$ cat config.mk
export PLATFORM = sky130hd
export DESIGN_NAME = lag_ctrl
export DESIGN_NICKNAME = d
export VERILOG_FILES = /design/src/rtl/core/life_automaton_generation_assert.svh /design/src/rtl/core/lag_pkg.sv /design/src/rtl/core/lag_ctrl.sv
export SDC_FILE = /design/constraint.sdc
export NUM_CORES = 1
export LEC_CHECK = 0
export ABC_AREA = 1
export BUFFER_PORTS_ARGS = -buffer_cell sky130_fd_sc_hd__buf_2
export CAP_MARGIN = 25
export CORE_MARGIN = 2
export CORE_UTILIZATION = 45
export CTS_BUF_LIST = sky130_fd_sc_hd__clkbuf_8
export CTS_CLUSTER_SIZE = 8
export DETAILED_ROUTE_END_ITERATION = 8
export GPL_ROUTABILITY_DRIVEN = 1
export PLACE_DENSITY = 0.75
export SETUP_SLACK_MARGIN = 0.4
export SYNTH_ARGS = -nofsm -noshare
export SYNTH_HDL_FRONTEND = slang
export SYNTH_SLANG_ARGS = --single-unit
$ cat constraint.sdc
create_clock -name clk -period 1.94 [get_ports clk]
set_input_delay 0.097 -clock clk [delete_from_list [all_inputs] [get_ports clk]]
set_output_delay 0.097 -clock clk [all_outputs]
set_load 0.01 [all_outputs]
$ cat src/rtl/core/life_automaton_generation_assert.svh
// ----------------------------------------------------------------------------
// life automaton generation assertion macros
// clocked on clk, held off while rst is high
// ----------------------------------------------------------------------------
`ifndef LIFE_AUTOMATON_GENERATION_ASSERT_SVH
`define LIFE_AUTOMATON_GENERATION_ASSERT_SVH

// condition holds at every edge
`define LAG_ASSERT_ALWAYS(name, expr) \
  name: assert property (@(posedge clk) disable iff (rst) (expr)) \
    else $error("life automaton assertion failed");

// consequent holds whenever the antecedent does
`define LAG_ASSERT_IMPLIES(name, ante, cons) \
  name: assert property (@(posedge clk) disable iff (rst) (ante) |-> (cons)) \
    else $error("life automaton assertion failed");

`endif

$ cat src/rtl/core/lag_pkg.sv
// ----------------------------------------------------------------------------
// lag_pkg
// grid geometry, command codes and the types shared by the life automaton
// ----------------------------------------------------------------------------
package lag_pkg;

  localparam int GRID_WIDTH  = 64;
  localparam int GRID_HEIGHT = 64;
  localparam int GRID_CELLS  = GRID_WIDTH * GRID_HEIGHT;
  localparam int ROW_W       = $clog2(GRID_HEIGHT);
  localparam int COL_W       = $clog2(GRID_WIDTH);
  localparam int POP_W       = 13;
  localparam int NB_W        = 4;
  localparam int NB_BIRTH    = 3;
  localparam int NB_KEEP     = 2;
  localparam int GROUP_W     = 8;
  localparam int GROUP_N     = GRID_WIDTH / GROUP_W;
  localparam int GROUP_CNT_W = $clog2(GROUP_W + 1);
  localparam int GEN_LAST    = GRID_HEIGHT + 3;
  localparam int GEN_CNT_W   = $clog2(GEN_LAST + 1);

  localparam logic [1:0] CMD_CLEAR = 2'd0;
  localparam logic [1:0] CMD_SET   = 2'd1;
  localparam logic [1:0] CMD_STEP  = 2'd2;
  localparam logic [1:0] CMD_READ  = 2'd3;

  typedef struct packed {
    logic [1:0] cmd;
    logic [5:0] col;
    logic [5:0] row;
  } req_t;

  typedef struct packed {
    logic              changed;
    logic [POP_W-1:0]  population;
    logic              cell_alive;
  } rsp_t;

  typedef struct packed {
    logic             req_load;
    logic             clear_en;
    logic             gen_start;
    logic             rd_en;
    logic [ROW_W-1:0] rd_row;
    logic             set_wr_en;
    logic             shift_en;
    logic             shift_zero;
    logic             gen_wr_en;
    logic [ROW_W-1:0] gen_wr_row;
    logic             rsp_load;
  } ctl_cmd_t;

  typedef struct packed {
    logic [1:0] cmd;
    logic [5:0] row;
  } dp_status_t;

endpackage

$ cat src/rtl/core/lag_ctrl.sv
// ----------------------------------------------------------------------------
// lag_ctrl
// command sequencer: request intake, row sweep for a generation, response
// ----------------------------------------------------------------------------
module lag_ctrl (
  input  logic                  clk,
  input  logic                  rst,
  input  logic                  req_valid,
  input  logic [1:0]            req_cmd,
  output logic                  req_stall,
  output logic                  rsp_valid,
  input  logic                  rsp_stall,
  output lag_pkg::ctl_cmd_t     ctl,
  input  lag_pkg::dp_status_t   status
);
  import lag_pkg::*;

  localparam logic [2:0] S_IDLE   = 3'd0;
  localparam logic [2:0] S_ACCESS = 3'd1;
  localparam logic [2:0] S_MODIFY = 3'd2;
  localparam logic [2:0] S_GEN    = 3'd3;
  localparam logic [2:0] S_DONE   = 3'd4;

  logic [2:0]           state;
  logic [2:0]           state_next;
  logic [GEN_CNT_W-1:0] gen_cnt;
  logic [GEN_CNT_W-1:0] gen_cnt_next;
  logic                 accept;
  logic                 rsp_free;

  assign req_stall = (state != S_IDLE);
  assign accept    = req_valid && !req_stall;
  assign rsp_free  = !rsp_valid || !rsp_stall;

  always_comb begin
    ctl          = '0;
    state_next   = state;
    gen_cnt_next = gen_cnt;
    case (state)
      S_IDLE: begin
        if (accept) begin
          ctl.req_load = 1'b1;
          case (req_cmd)
            CMD_CLEAR: begin
              ctl.clear_en = 1'b1;
              state_next   = S_DONE;
            end
            CMD_STEP: begin
              ctl.gen_start = 1'b1;
              gen_cnt_next  = '0;
              state_next    = S_GEN;
            end
            default: begin
              state_next = S_ACCESS;
            end
          endcase
        end
      end
      S_ACCESS: begin
        ctl.rd_en  = 1'b1;
        ctl.rd_row = status.row[ROW_W-1:0];
        state_next = S_MODIFY;
      end
      S_MODIFY: begin
        ctl.set_wr_en = (status.cmd == CMD_SET);
        state_next    = S_DONE;
      end
      S_GEN: begin
        // read row n, shift it in the cycle after, write new row n once it reaches the middle of the window
        ctl.rd_en      = (gen_cnt < GEN_CNT_W'(GRID_HEIGHT));
        ctl.rd_row     = gen_cnt[ROW_W-1:0];
        ctl.shift_en   = (gen_cnt >= GEN_CNT_W'(1)) && (gen_cnt <= GEN_CNT_W'(GRID_HEIGHT + 2));
        ctl.shift_zero = (gen_cnt > GEN_CNT_W'(GRID_HEIGHT));
        ctl.gen_wr_en  = (gen_cnt >= GEN_CNT_W'(3)) && (gen_cnt <= GEN_CNT_W'(GRID_HEIGHT + 2));
        ctl.gen_wr_row = ROW_W'(gen_cnt - GEN_CNT_W'(3));
        if (gen_cnt == GEN_CNT_W'(GEN_LAST)) begin
          state_next = S_DONE;
        end else begin
          gen_cnt_next = gen_cnt + GEN_CNT_W'(1);
        end
      end
      S_DONE: begin
        if (rsp_free) begin
          ctl.rsp_load = 1'b1;
          state_next   = S_IDLE;
        end
      end
      default: begin
        state_next = S_IDLE;
      end
    endcase
  end

  always_ff @(posedge clk) begin
    if (rst) begin
      state     <= S_IDLE;
      gen_cnt   <= '0;
      rsp_valid <= 1'b0;
    end else begin
      state   <= state_next;
      gen_cnt <= gen_cnt_next;
      if (ctl.rsp_load) begin
        rsp_valid <= 1'b1;
      end else if (!rsp_stall) begin
        rsp_valid <= 1'b0;
      end
    end
  end

endmodule

==> impl_metrics.toml <==
[logic_synthesis]
synth_flop_cell = "dfxtp_1"
synthTopCellsByArea = "dfxtp_1, nand2_1, inv_1, nor2_1, nand3_1"
post-synth-top-count-cell = "nand2_1"
yosysUniqueCellTypes = 25
yosys.area.top_type = "dfxtp_1"
yosysWarnings = 0
syn_area_per_cell_um2 = 5.85
syn_nets = 175
synthCells = 158
yosysTopAreaCellShare_pct = 23.8
ys_ff_latch = 11
synth_area_um2 = 925
seq_area_frac_synth_pct = 23.8
synth_common_cells = "nand2_1, inv_1, nor2_1, dfxtp_1, nand3_1"
synth_edf_count = 0
synthArstFlopShare_pct = 0

[final_layout]
drive_gt1_share_pct = 32.3
syn2layout_area_growth_pct = 30.0
n_antenna_cell = 0
fin_nets = 213

[sta]
tns_ns = 0
rsz0062_at_grt = "true"
finalSetupViolations = 0
tightest_slew_ns = 0.327
relSlewSlack_pct = 78.1
drv_slew = 0
skew_ns = 0.00479
fmax_ghz = 0.676
finalHoldViolations = 0
min_period_ns = 1.48
min_period_over_period_pct = 76.3

[pwr]
intPower_uw = 453
ir_drop_mv = 0.437
p_seq_share_pct = 39.0
swShare_pct = 32.7
switchingPower_uw = 221
p_total_uw = 674
power_density_nw_per_um2 = 561
p_comb_share_pct = 28.4
p_leak_nw = 0.700
p_clk_share_pct = 32.6

[job]
cap_violations = 0

[hold_path]
worst_hold_path.endpoint = "gen_cnt[3]"
min_from = "rst"
min_path_cells = 2
hold_path.class = "in -> reg"

[worst_setup_path]
critical_path_depth = 7
crit_chain = "nor2_4 -> nand3_1 -> nor4_1 -> nand2_1 -> nand2_1 -> inv_1 -> buf_2"
startpoint_type = "flip-flop"
r2r_end = "gen_cnt[0]"
crit_buf_inv = 2
worstPathRequired_ns = 1.84
setup.worst_path.class = "reg -> out"
crit_family = "simple AND/OR/NAND/NOR gates"
cp-end-kind = "primary output"
cpPeakStageDelay_ns = 0.37
rrSetupSlack_ns = 0.52
worstRegToRegCells = 8
slowest_stage = "dfxtp_4"
crit_top_cell = "nand2_1"
r2r_start = "gen_cnt[1]"
worst-endpoint-arrival_ns = 1.38
worstPathMaxFanout = 7

[detailed_routing]
num_vias = 1134
post-route-drc-count = 0
drt_iter0_markers = 18
finalWirelength_um = 2410
vias_per_cell = 5.11
drtPass1Iterations = 4
ant_nets = 0
detail_route.wl_per_cell_um = 10.8

[die]
core_um2 = 1940
die_area_um2 = 2430
die_x_um = 49.3
io-pin-count = 37
initial_utilization_pct = 47.6
dieHeight_um = 49.3
rows = 16

[clock_tree]
cts_tree = "yes"
clockBufferDepth = 2
cts_made_buffers = 3
clk_latency_ns = 0.23
clockRootBuffer = "clkbuf_8"
clk_pin_slew_ns = 0.05
ctsHoldBuffers = 0
cts_htree_levels = 1
clock_sinks = 11

[global_route]
grt_max_degree = 13
grt_first_pass_wirelength_um = 4080
grt_usage_pct = 20.7
grt_pass1_vias = 990
gr-total-overflow = 0
antenna_found_initial = 0

[status]
outcome = "finished clean"

[placement]
io_buffers = 36
gp_congestion = 0.888
dp_hpwl_um = 1880
[state kept, by name, summed over array words and instances (netlist names)]
name	flops
gen_cnt	7
state	3
rsp_valid	1
[logic make-up (layout without fill, tap and decap cells)]
group | after synthesis | in the layout | synth area share, %
AO/OA/AOI/OAI | 24 | 24 | 14.6
XOR/XNOR | 1 | 1 | 0.947
adder cells (fa/ha/maj) | 3 | 3 | 4.06
buffers and inverters | 35 | 72 | 16.2
flip-flops | 11 | 11 | 23.8
AND/OR/NAND/NOR | 84 | 84 | 40.3
[power by group through the flow]
stage                     Clock, mW  Sequential (mW)  Combinational (mW)
after detailed placement          0            0.266               0.182
final                         0.220            0.263               0.191
after global placement            0            0.266               0.178
after global routing          0.240            0.264               0.219
after floorplan                   0            0.261               0.128
after CTS                     0.230            0.262               0.183
[layer usage]
layer | part of all wire, % | track usage (%)
met5 | 0 | 0
met4 | 0.50 | 5.71
met3 | 5.6 | 3.68
met1 | 42 | 24.4
met2 | 52 | 37.8
[worst reg2reg max path: cells and delay by family (launching register included)]
family / cells / cell delay [ns]
fa+ha+maj: 1 / 0.27
simple gates: 7 / 0.63
flops: 1 / 0.41
[timing repair]
action | CTS | global route
resized for setup | 3 | 13
setup buffers | 0 | 1
endpoints found under the hold margin | 0 | 0
setup endpoints to repair | 2 | 15
pin swaps | 0 | 1
[final cells by class]
class	instances	area, um2
tap	27	33.8
fill	196	739
clock inverter	1	3.75
clock buffer	3	41.3
multi-input combinational	112	584
inverter	30	115
timing repair buffer	38	195
sequential	11	229
[through the flow]
stage          instances  instance area [um2]  worst slack, ns  util, %  hold slack (ns)
3_5_place_dp         217                 1110            0.453     57.1            0.355
6_report             222                 1200            0.460     61.9           0.0930
2_1_floorplan        158                  925            0.575        -            0.159
3_3_place_gp         217                 1110            0.504     57.1            0.348
5_1_grt              222                 1200            0.330     61.9           0.0973
4_1_cts              221                 1160            0.419     59.6           0.0926
[worst max-delay path by stage]
stage                           from         end  slack [ns]
final                     gen_cnt[3]      ctl[9]        0.46
after detailed placement  gen_cnt[0]  gen_cnt[0]        0.45
after global routing      gen_cnt[3]      ctl[9]        0.33
after global placement    gen_cnt[0]  gen_cnt[0]        0.50
after CTS                 gen_cnt[3]      ctl[7]        0.42
after floorplan           gen_cnt[0]  gen_cnt[1]        0.58
[cell usage in the layout (no fill, tap or decap)]
cell type  count
nor4_1         2
buf_2         36
nor2_2         3
inv_2          4
o21ai_1        2
a21oi_2        1
nor2_4         1
a31oi_1        1
nand2_2        3
dfxtp_2        4
dfxtp_1        6
nor3_2         1
nor2_1        20
a211oi_1       1
ha_1           2
a21oi_1        8
nand3_4        1
o21ai_0        5
dfxtp_4        1
buf_4          2
inv_4          1
nand3_1       10
nand2_1       34
nand4_1        5
inv_1         26
nand3b_1       1
ha_2           1
o22ai_1        6
nor3_1         2
nand3_2        1
clkbuf_8       3
xor2_1         1
(Power assumes the default switching activity.)
