[src/rtl/core/life_automaton_generation_assert.svh]
// ----------------------------------------------------------------------------
// life automaton generation assertion macros
// clocked on clk, held off while rst is high
// ----------------------------------------------------------------------------
`ifndef LIFE_AUTOMATON_GENERATION_ASSERT_SVH
`define LIFE_AUTOMATON_GENERATION_ASSERT_SVH

// condition holds at every edge
`define LAG_ASSERT_ALWAYS(name, expr) \
  name: assert property (@(posedge clk) disable iff (rst) (expr)) \
    else $error("life automaton assertion failed");

// consequent holds whenever the antecedent does
`define LAG_ASSERT_IMPLIES(name, ante, cons) \
  name: assert property (@(posedge clk) disable iff (rst) (ante) |-> (cons)) \
    else $error("life automaton assertion failed");

`endif

[src/rtl/core/lag_pkg.sv]
// ----------------------------------------------------------------------------
// lag_pkg
// grid geometry, command codes and the types shared by the life automaton
// ----------------------------------------------------------------------------
package lag_pkg;

  localparam int GRID_WIDTH  = 64;
  localparam int GRID_HEIGHT = 64;
  localparam int GRID_CELLS  = GRID_WIDTH * GRID_HEIGHT;
  localparam int ROW_W       = $clog2(GRID_HEIGHT);
  localparam int COL_W       = $clog2(GRID_WIDTH);
  localparam int POP_W       = 13;
  localparam int NB_W        = 4;
  localparam int NB_BIRTH    = 3;
  localparam int NB_KEEP     = 2;
  localparam int GROUP_W     = 8;
  localparam int GROUP_N     = GRID_WIDTH / GROUP_W;
  localparam int GROUP_CNT_W = $clog2(GROUP_W + 1);
  localparam int GEN_LAST    = GRID_HEIGHT + 3;
  localparam int GEN_CNT_W   = $clog2(GEN_LAST + 1);

  localparam logic [1:0] CMD_CLEAR = 2'd0;
  localparam logic [1:0] CMD_SET   = 2'd1;
  localparam logic [1:0] CMD_STEP  = 2'd2;
  localparam logic [1:0] CMD_READ  = 2'd3;

  typedef struct packed {
    logic [1:0] cmd;
    logic [5:0] col;
    logic [5:0] row;
  } req_t;

  typedef struct packed {
    logic              changed;
    logic [POP_W-1:0]  population;
    logic              cell_alive;
  } rsp_t;

  typedef struct packed {
    logic             req_load;
    logic             clear_en;
    logic             gen_start;
    logic             rd_en;
    logic [ROW_W-1:0] rd_row;
    logic             set_wr_en;
    logic             shift_en;
    logic             shift_zero;
    logic             gen_wr_en;
    logic [ROW_W-1:0] gen_wr_row;
    logic             rsp_load;
  } ctl_cmd_t;

  typedef struct packed {
    logic [1:0] cmd;
    logic [5:0] row;
  } dp_status_t;

endpackage

[src/rtl/core/lag_dp.sv]
// ----------------------------------------------------------------------------
// lag_dp
// grid memory, three-row window with the b3/s23 rule, population and response
// ----------------------------------------------------------------------------
module lag_dp (
  input  logic                  clk,
  input  logic                  rst,
  input  lag_pkg::req_t         req,
  input  lag_pkg::ctl_cmd_t     ctl,
  output lag_pkg::dp_status_t   status,
  output lag_pkg::rsp_t         rsp
);
  import lag_pkg::*;

  function automatic logic [GROUP_CNT_W-1:0] pop_group(input logic [GROUP_W-1:0] bits);
    logic [GROUP_CNT_W-1:0] acc;
    acc = '0;
    for (int i = 0; i < GROUP_W; i++) begin
      acc = acc + GROUP_CNT_W'(bits[i]);
    end
    return acc;
  endfunction

  logic [GRID_WIDTH-1:0]  mem [GRID_HEIGHT];
  logic                   row_valid [GRID_HEIGHT];
  req_t                   req_q;
  logic [GRID_WIDTH-1:0]  rd_data;
  logic                   rd_ok;
  logic [GRID_WIDTH-1:0]  rd_row_data;
  logic [GRID_WIDTH-1:0]  above;
  logic [GRID_WIDTH-1:0]  mid;
  logic [GRID_WIDTH-1:0]  below;
  logic [GRID_WIDTH+1:0]  pad_above;
  logic [GRID_WIDTH+1:0]  pad_mid;
  logic [GRID_WIDTH+1:0]  pad_below;
  logic [NB_W-1:0]        nb_cnt [GRID_WIDTH];
  logic [GRID_WIDTH-1:0]  new_row;
  logic [GROUP_CNT_W-1:0] grp_cnt [GROUP_N];
  logic                   grp_changed;
  logic                   a_valid;
  logic [POP_W-1:0]       grp_sum;
  logic [POP_W-1:0]       live_count;
  logic                   changed_acc;
  logic                   in_grid;
  logic                   cur_bit;
  logic [GRID_WIDTH-1:0]  set_row;
  logic                   set_do;
  rsp_t                   rsp_q;

  assign in_grid     = (32'(req_q.col) < GRID_WIDTH) && (32'(req_q.row) < GRID_HEIGHT);
  assign rd_row_data = rd_ok ? rd_data : '0;
  assign cur_bit     = rd_row_data[req_q.col[COL_W-1:0]];
  assign set_row     = rd_row_data | (GRID_WIDTH'(1) << req_q.col[COL_W-1:0]);
  assign set_do      = ctl.set_wr_en && in_grid && !cur_bit;

  // cells beyond the edges are dead
  assign pad_above = {1'b0, above, 1'b0};
  assign pad_mid   = {1'b0, mid, 1'b0};
  assign pad_below = {1'b0, below, 1'b0};

  always_comb begin
    for (int c = 0; c < GRID_WIDTH; c++) begin
      nb_cnt[c] = NB_W'(pad_above[c]) + NB_W'(pad_above[c+1]) + NB_W'(pad_above[c+2])
                + NB_W'(pad_mid[c]) + NB_W'(pad_mid[c+2])
                + NB_W'(pad_below[c]) + NB_W'(pad_below[c+1]) + NB_W'(pad_below[c+2]);
      new_row[c] = (nb_cnt[c] == NB_W'(NB_BIRTH)) || (mid[c] && (nb_cnt[c] == NB_W'(NB_KEEP)));
    end
  end

  always_comb begin
    grp_sum = '0;
    for (int g = 0; g < GROUP_N; g++) begin
      grp_sum = grp_sum + POP_W'(grp_cnt[g]);
    end
  end

  // grid memory, one write and one read port
  always_ff @(posedge clk) begin
    if (ctl.gen_wr_en) begin
      mem[ctl.gen_wr_row] <= new_row;
    end else if (set_do) begin
      mem[req_q.row[ROW_W-1:0]] <= set_row;
    end
    if (ctl.rd_en) begin
      rd_data <= mem[ctl.rd_row];
      rd_ok   <= row_valid[ctl.rd_row];
    end
  end

  always_ff @(posedge clk) begin
    if (ctl.req_load) begin
      req_q <= req;
    end
    if (ctl.gen_start) begin
      above <= '0;
      mid   <= '0;
      below <= '0;
    end else if (ctl.shift_en) begin
      above <= mid;
      mid   <= below;
      below <= ctl.shift_zero ? '0 : rd_row_data;
    end
    if (ctl.gen_wr_en) begin
      for (int g = 0; g < GROUP_N; g++) begin
        grp_cnt[g] <= pop_group(new_row[g*GROUP_W +: GROUP_W]);
      end
      grp_changed <= |(new_row ^ mid);
    end
    if (ctl.gen_start) begin
      changed_acc <= 1'b0;
    end else if (a_valid) begin
      changed_acc <= changed_acc | grp_changed;
    end
    if (ctl.rsp_load) begin
      rsp_q.changed    <= (req_q.cmd == CMD_STEP) && changed_acc;
      rsp_q.population <= live_count;
      rsp_q.cell_alive <= (req_q.cmd == CMD_READ) && in_grid && cur_bit;
    end
  end

  always_ff @(posedge clk) begin
    if (rst) begin
      for (int r = 0; r < GRID_HEIGHT; r++) begin
        row_valid[r] <= 1'b0;
      end
      a_valid    <= 1'b0;
      live_count <= '0;
    end else begin
      a_valid <= ctl.gen_wr_en;
      if (ctl.clear_en) begin
        for (int r = 0; r < GRID_HEIGHT; r++) begin
          row_valid[r] <= 1'b0;
        end
      end else if (ctl.gen_wr_en) begin
        row_valid[ctl.gen_wr_row] <= 1'b1;
      end else if (set_do) begin
        row_valid[req_q.row[ROW_W-1:0]] <= 1'b1;
      end
      if (ctl.clear_en || ctl.gen_start) begin
        live_count <= '0;
      end else if (a_valid) begin
        live_count <= live_count + grp_sum;
      end else if (set_do) begin
        live_count <= live_count + POP_W'(1);
      end
    end
  end

  assign status.cmd = req_q.cmd;
  assign status.row = req_q.row;
  assign rsp        = rsp_q;

endmodule

[config.mk]
export PLATFORM = sky130hd
export DESIGN_NAME = lag_dp
export DESIGN_NICKNAME = d
export VERILOG_FILES = /design/src/rtl/core/life_automaton_generation_assert.svh /design/src/rtl/core/lag_pkg.sv /design/src/rtl/core/lag_dp.sv
export SDC_FILE = /design/constraint.sdc
export NUM_CORES = 2
export LEC_CHECK = 0
export BUFFER_PORTS_ARGS = -buffer_cell sky130_fd_sc_hd__buf_2
export CAP_MARGIN = 20
export CELL_PAD_IN_SITES_DETAIL_PLACEMENT = 0
export CELL_PAD_IN_SITES_GLOBAL_PLACEMENT = 2
export CORE_ASPECT_RATIO = 2
export CORE_MARGIN = 5
export CORE_UTILIZATION = 35
export CTS_CLUSTER_DIAMETER = 80
export DETAILED_ROUTE_END_ITERATION = 10
export PLACE_DENSITY_LB_ADDON = 0.1
export SLEW_MARGIN = 40
export SYNTH_ARGS = -nofsm -noshare
export SYNTH_HDL_FRONTEND = slang
export SYNTH_MEMORY_MAX_BITS = 65536
export SYNTH_SLANG_ARGS = --single-unit
[constraint.sdc]
create_clock -name clk -period 18.7 [get_ports clk]
set_clock_uncertainty 0.15 [all_clocks]
set_input_delay 0.935 -clock clk [delete_from_list [all_inputs] [get_ports clk]]
set_output_delay 0.935 -clock clk [all_outputs]
set_load 0.02 [all_outputs]
==> out/results.txt <==
Status = completed
Final slew viol count = 0
CTS H-tree depth = 5
Register bit count reported by yosys = 4494
# IOs = 60
DP Worst Slack = 11470 ps
Clock Tree Buf Depth = 4
Final antenna-violating net count = 0
Number of flops mapped to enable cells by yosys = 4223
Initial antenna violation count = 41
Critical Path RT = 19220 ps
# fillers = 46863
Mapped cell area = 185000 um^2
Setup WS post-layout = 11570 ps
Final hold violations = 0
Die Width = 524 um
Max_cap viols = 0
Final HPWL DP = 410000 um
Initial drt markers = 7797
Hold Crit Class = in2reg
Number of synthesis warnings = 0
Synth unique cells = 73
RSZ-0062 raised after global routing = no
Number of global-route vias before repair = 97442
LEAKAGE = 68.1 nW
Overall power = 21.4 mW
Hold slack = 108 ps
Final worst-path cycle share = 0.381
Worst Max-Slew Pin Slew = 944 ps
Worst Path Max Fanout = 5
I/O Buffers = 59
First-pass GRT wire length = 854000 um
Grt ovf = 0
Startpoint Class = flip-flop
DR vias = 91401
Flop2flop setup slack = 11570 ps
Worst setup EP type = flip-flop
Area grow syn2layout = 14.4%
Register area = 132000 um^2
Kind of critical path = reg2reg
Std-Cell Core Area = 526000 um^2
Die Height = 1040 um
Largest net degree at the start of global routing = 120
WP data arrival = 7650 ps
Final Wtd Congestion = 0.901
Layout cells sized above 1 = 0.272
Tot GR Track Use = 0.229
Detailed-router iteration count before antenna repair = 6
TritonCTS Buffers = 416
Starting density of the core = 0.351
Pwr Density = 101 nW/um^2
Mapped Avg Cell Area = 21.0 um^2
CTS tree = done
CTS Root Cell = clkbuf_16
Ys flop type = edfxtp_1
Min cycle time layout = 7130 ps
Drt via density = 5.49
Layout Cells excl Fill = 16645
Cells after synthesis = 8809
Wirelength per Cell = 37.6 um
Post-Place Cells = 15836
Site Rows = 377
Slew headroom = 0.370
Setup Buffers After CTS = 0
Total Wirelength = 627000 um
Async S/R FF share, synth = 0
Net Count, Synth = 9383
Residual DRC = 0
Seq/Total Area, Yosys = 0.716
Max Clk Rate = 140 MHz
Setup TNS = 0 ps
Setup-failing EPs final = 0
Die ar. = 543000 um^2
Clk sinks = 4494
Layout Nets = 9841
Max IR drop VDD = 0.0941 mV
Clock slew at reported path FFs = 70 ps
Later-pin clock latency in the skew report = 950 ps
Area of the multi-input gates = 50200 um^2
==> cells in the mapped netlist, drive strengths merged, types with 13 or more instances <==
cell | count | area, um^2
clkbuf | 284 | 1070
a2bb2oi | 66 | 578
fa | 311 | 6230
a221oi | 56 | 490
nor3 | 18 | 101
ha | 226 | 2830
nor2 | 468 | 1760
nand3 | 15 | 80.1
dfxtp | 271 | 5430
nand2 | 75 | 282
nor2b | 27 | 169
o21bai | 13 | 97.6
o21a | 35 | 263
a21oi | 147 | 751
inv | 509 | 1910
a22oi | 32 | 240
mux2i | 157 | 1630
nor3b | 13 | 97.6
edfxtp | 4223 | 127000
mux4 | 1369 | 30800
nand4 | 13 | 81.3
xnor2 | 13 | 114
buf | 137 | 687
o21ai | 128 | 641
and3 | 64 | 400
o221ai | 18 | 158
==> critical path, cell delays in order (launching register included) <==
cell and delay (ps):
dfxtp_1 770, inv_1 410, fa_1 600, fa_1 460
fa_1 500, inv_1 50, ha_1 240, fa_1 450
and3_1 170, o21ai_2 460, nor2_1 270, fa_1 500
fa_1 500, inv_1 50, fa_1 430, inv_1 70
ha_1 160, inv_1 60, fa_1 430, xnor2_1 140
==> placed cells by master (no fill, tap or decap), types with 25 or more instances in the layout <==
cell type | synthesis | routed
edfxtp_1 | 4223 | 4223
mux4_2 | 1369 | 1369
inv_1 | 509 | 509
clkbuf_16 | 0 | 425
nor2_1 | 468 | 375
fa_1 | 311 | 311
dfxtp_1 | 271 | 271
buf_4 | 12 | 251
ha_1 | 226 | 226
mux2i_1 | 152 | 148
a21oi_1 | 145 | 115
clkinv_1 | 0 | 104
o21ai_0 | 123 | 93
nor2_4 | 0 | 89
buf_6 | 3 | 80
clkinv_2 | 0 | 78
nand2_1 | 75 | 75
clkbuf_1 | 284 | 68
a2bb2oi_1 | 66 | 65
and3_1 | 64 | 64
a221oi_1 | 56 | 55
buf_2 | 75 | 50
bufinv_16 | 0 | 43
o21a_1 | 35 | 34
a21oi_4 | 1 | 31
a22oi_1 | 32 | 29
buf_12 | 0 | 29
nor2b_1 | 27 | 25
==> worst paths after layout <==
kind / cells past startpoint / to / from
setup / recovery: 19 / grp_cnt[1][6] / mid[39]
hold / removal: 2 / a_valid / rst
hold reg to reg: 2 / row_valid[41] / row_valid[41]
setup reg to reg: 19 / grp_cnt[1][6] / mid[39]
==> cells by family (layout without fill, tap and decap cells) <==
| logic type | Yosys count | after routing | synth area share |
|---|---|---|---|
| flops | 4494 | 4494 | 0.716 |
| mux | 1528 | 1528 | 0.176 |
| buf+inv | 930 | 1735 | 0.0198 |
| simple gates | 736 | 736 | 0.0177 |
| compound gates | 563 | 563 | 0.0208 |
| fa+ha+maj | 537 | 537 | 0.0490 |
| xor+xnor | 21 | 21 | 0.000996 |
| other cells | 0 | 20 | 0 |
==> timing repair <==
| action | 4_1_cts | 5_1_grt |
|---|---|---|
| resized for setup | 0 | 0 |
| endpoints found under the hold margin | 9 | 0 |
| hold buffers | 9 | 0 |
==> final cells by class <==
type,count,share of cell area
inverters,509,0.00904
diodes,20,0.000237
flip-flops and latches,4494,0.626
clock inverters,269,0.0119
repair buffers,461,0.0218
well taps,7011,0.0415
clock buffers,496,0.0517
multi-input cells,3385,0.238
==> sequential cells by signal, summed over array words and instances (netlist names) <==
register,cells
rd_data,64
mid,64
row_valid,64
below,64
a_valid,1
grp_cnt,32
rsp,15
changed_acc,1
grp_changed,1
req_q,6
rd_ok,1
status,8
mem,4096
above,64
live_count,13
==> metal layers <==
layer / up-vias / track usage / share of wire
met1: 51440 / 0.263 / 0.36
met4: 10 / 0.0921 / 0.051
met3: 773 / 0.0217 / 0.038
met5: - / 0 / 0.00012
met2: 2357 / 0.433 / 0.55
li1: 36821 / - / -
==> where the power goes <==
part / switching (mW) / internal (mW) / leakage [nW] / total, mW
combinational: 0.983 / 0.502 / 21.8 / 1.48
sequential: 0.0836 / 11.2 / 39.8 / 11.3
clock: 3.84 / 4.76 / 6.56 / 8.61
total: 4.91 / 16.5 / 68.1 / 21.4
==> stage by stage <==
stage	utilization	area (um^2)
after floorplan	-	185000
final	0.401	211000
after global placement	0.373	196000
after global routing	0.401	211000
after detailed placement	0.375	197000
after CTS	0.401	211000
(Power assumes the default switching activity.)
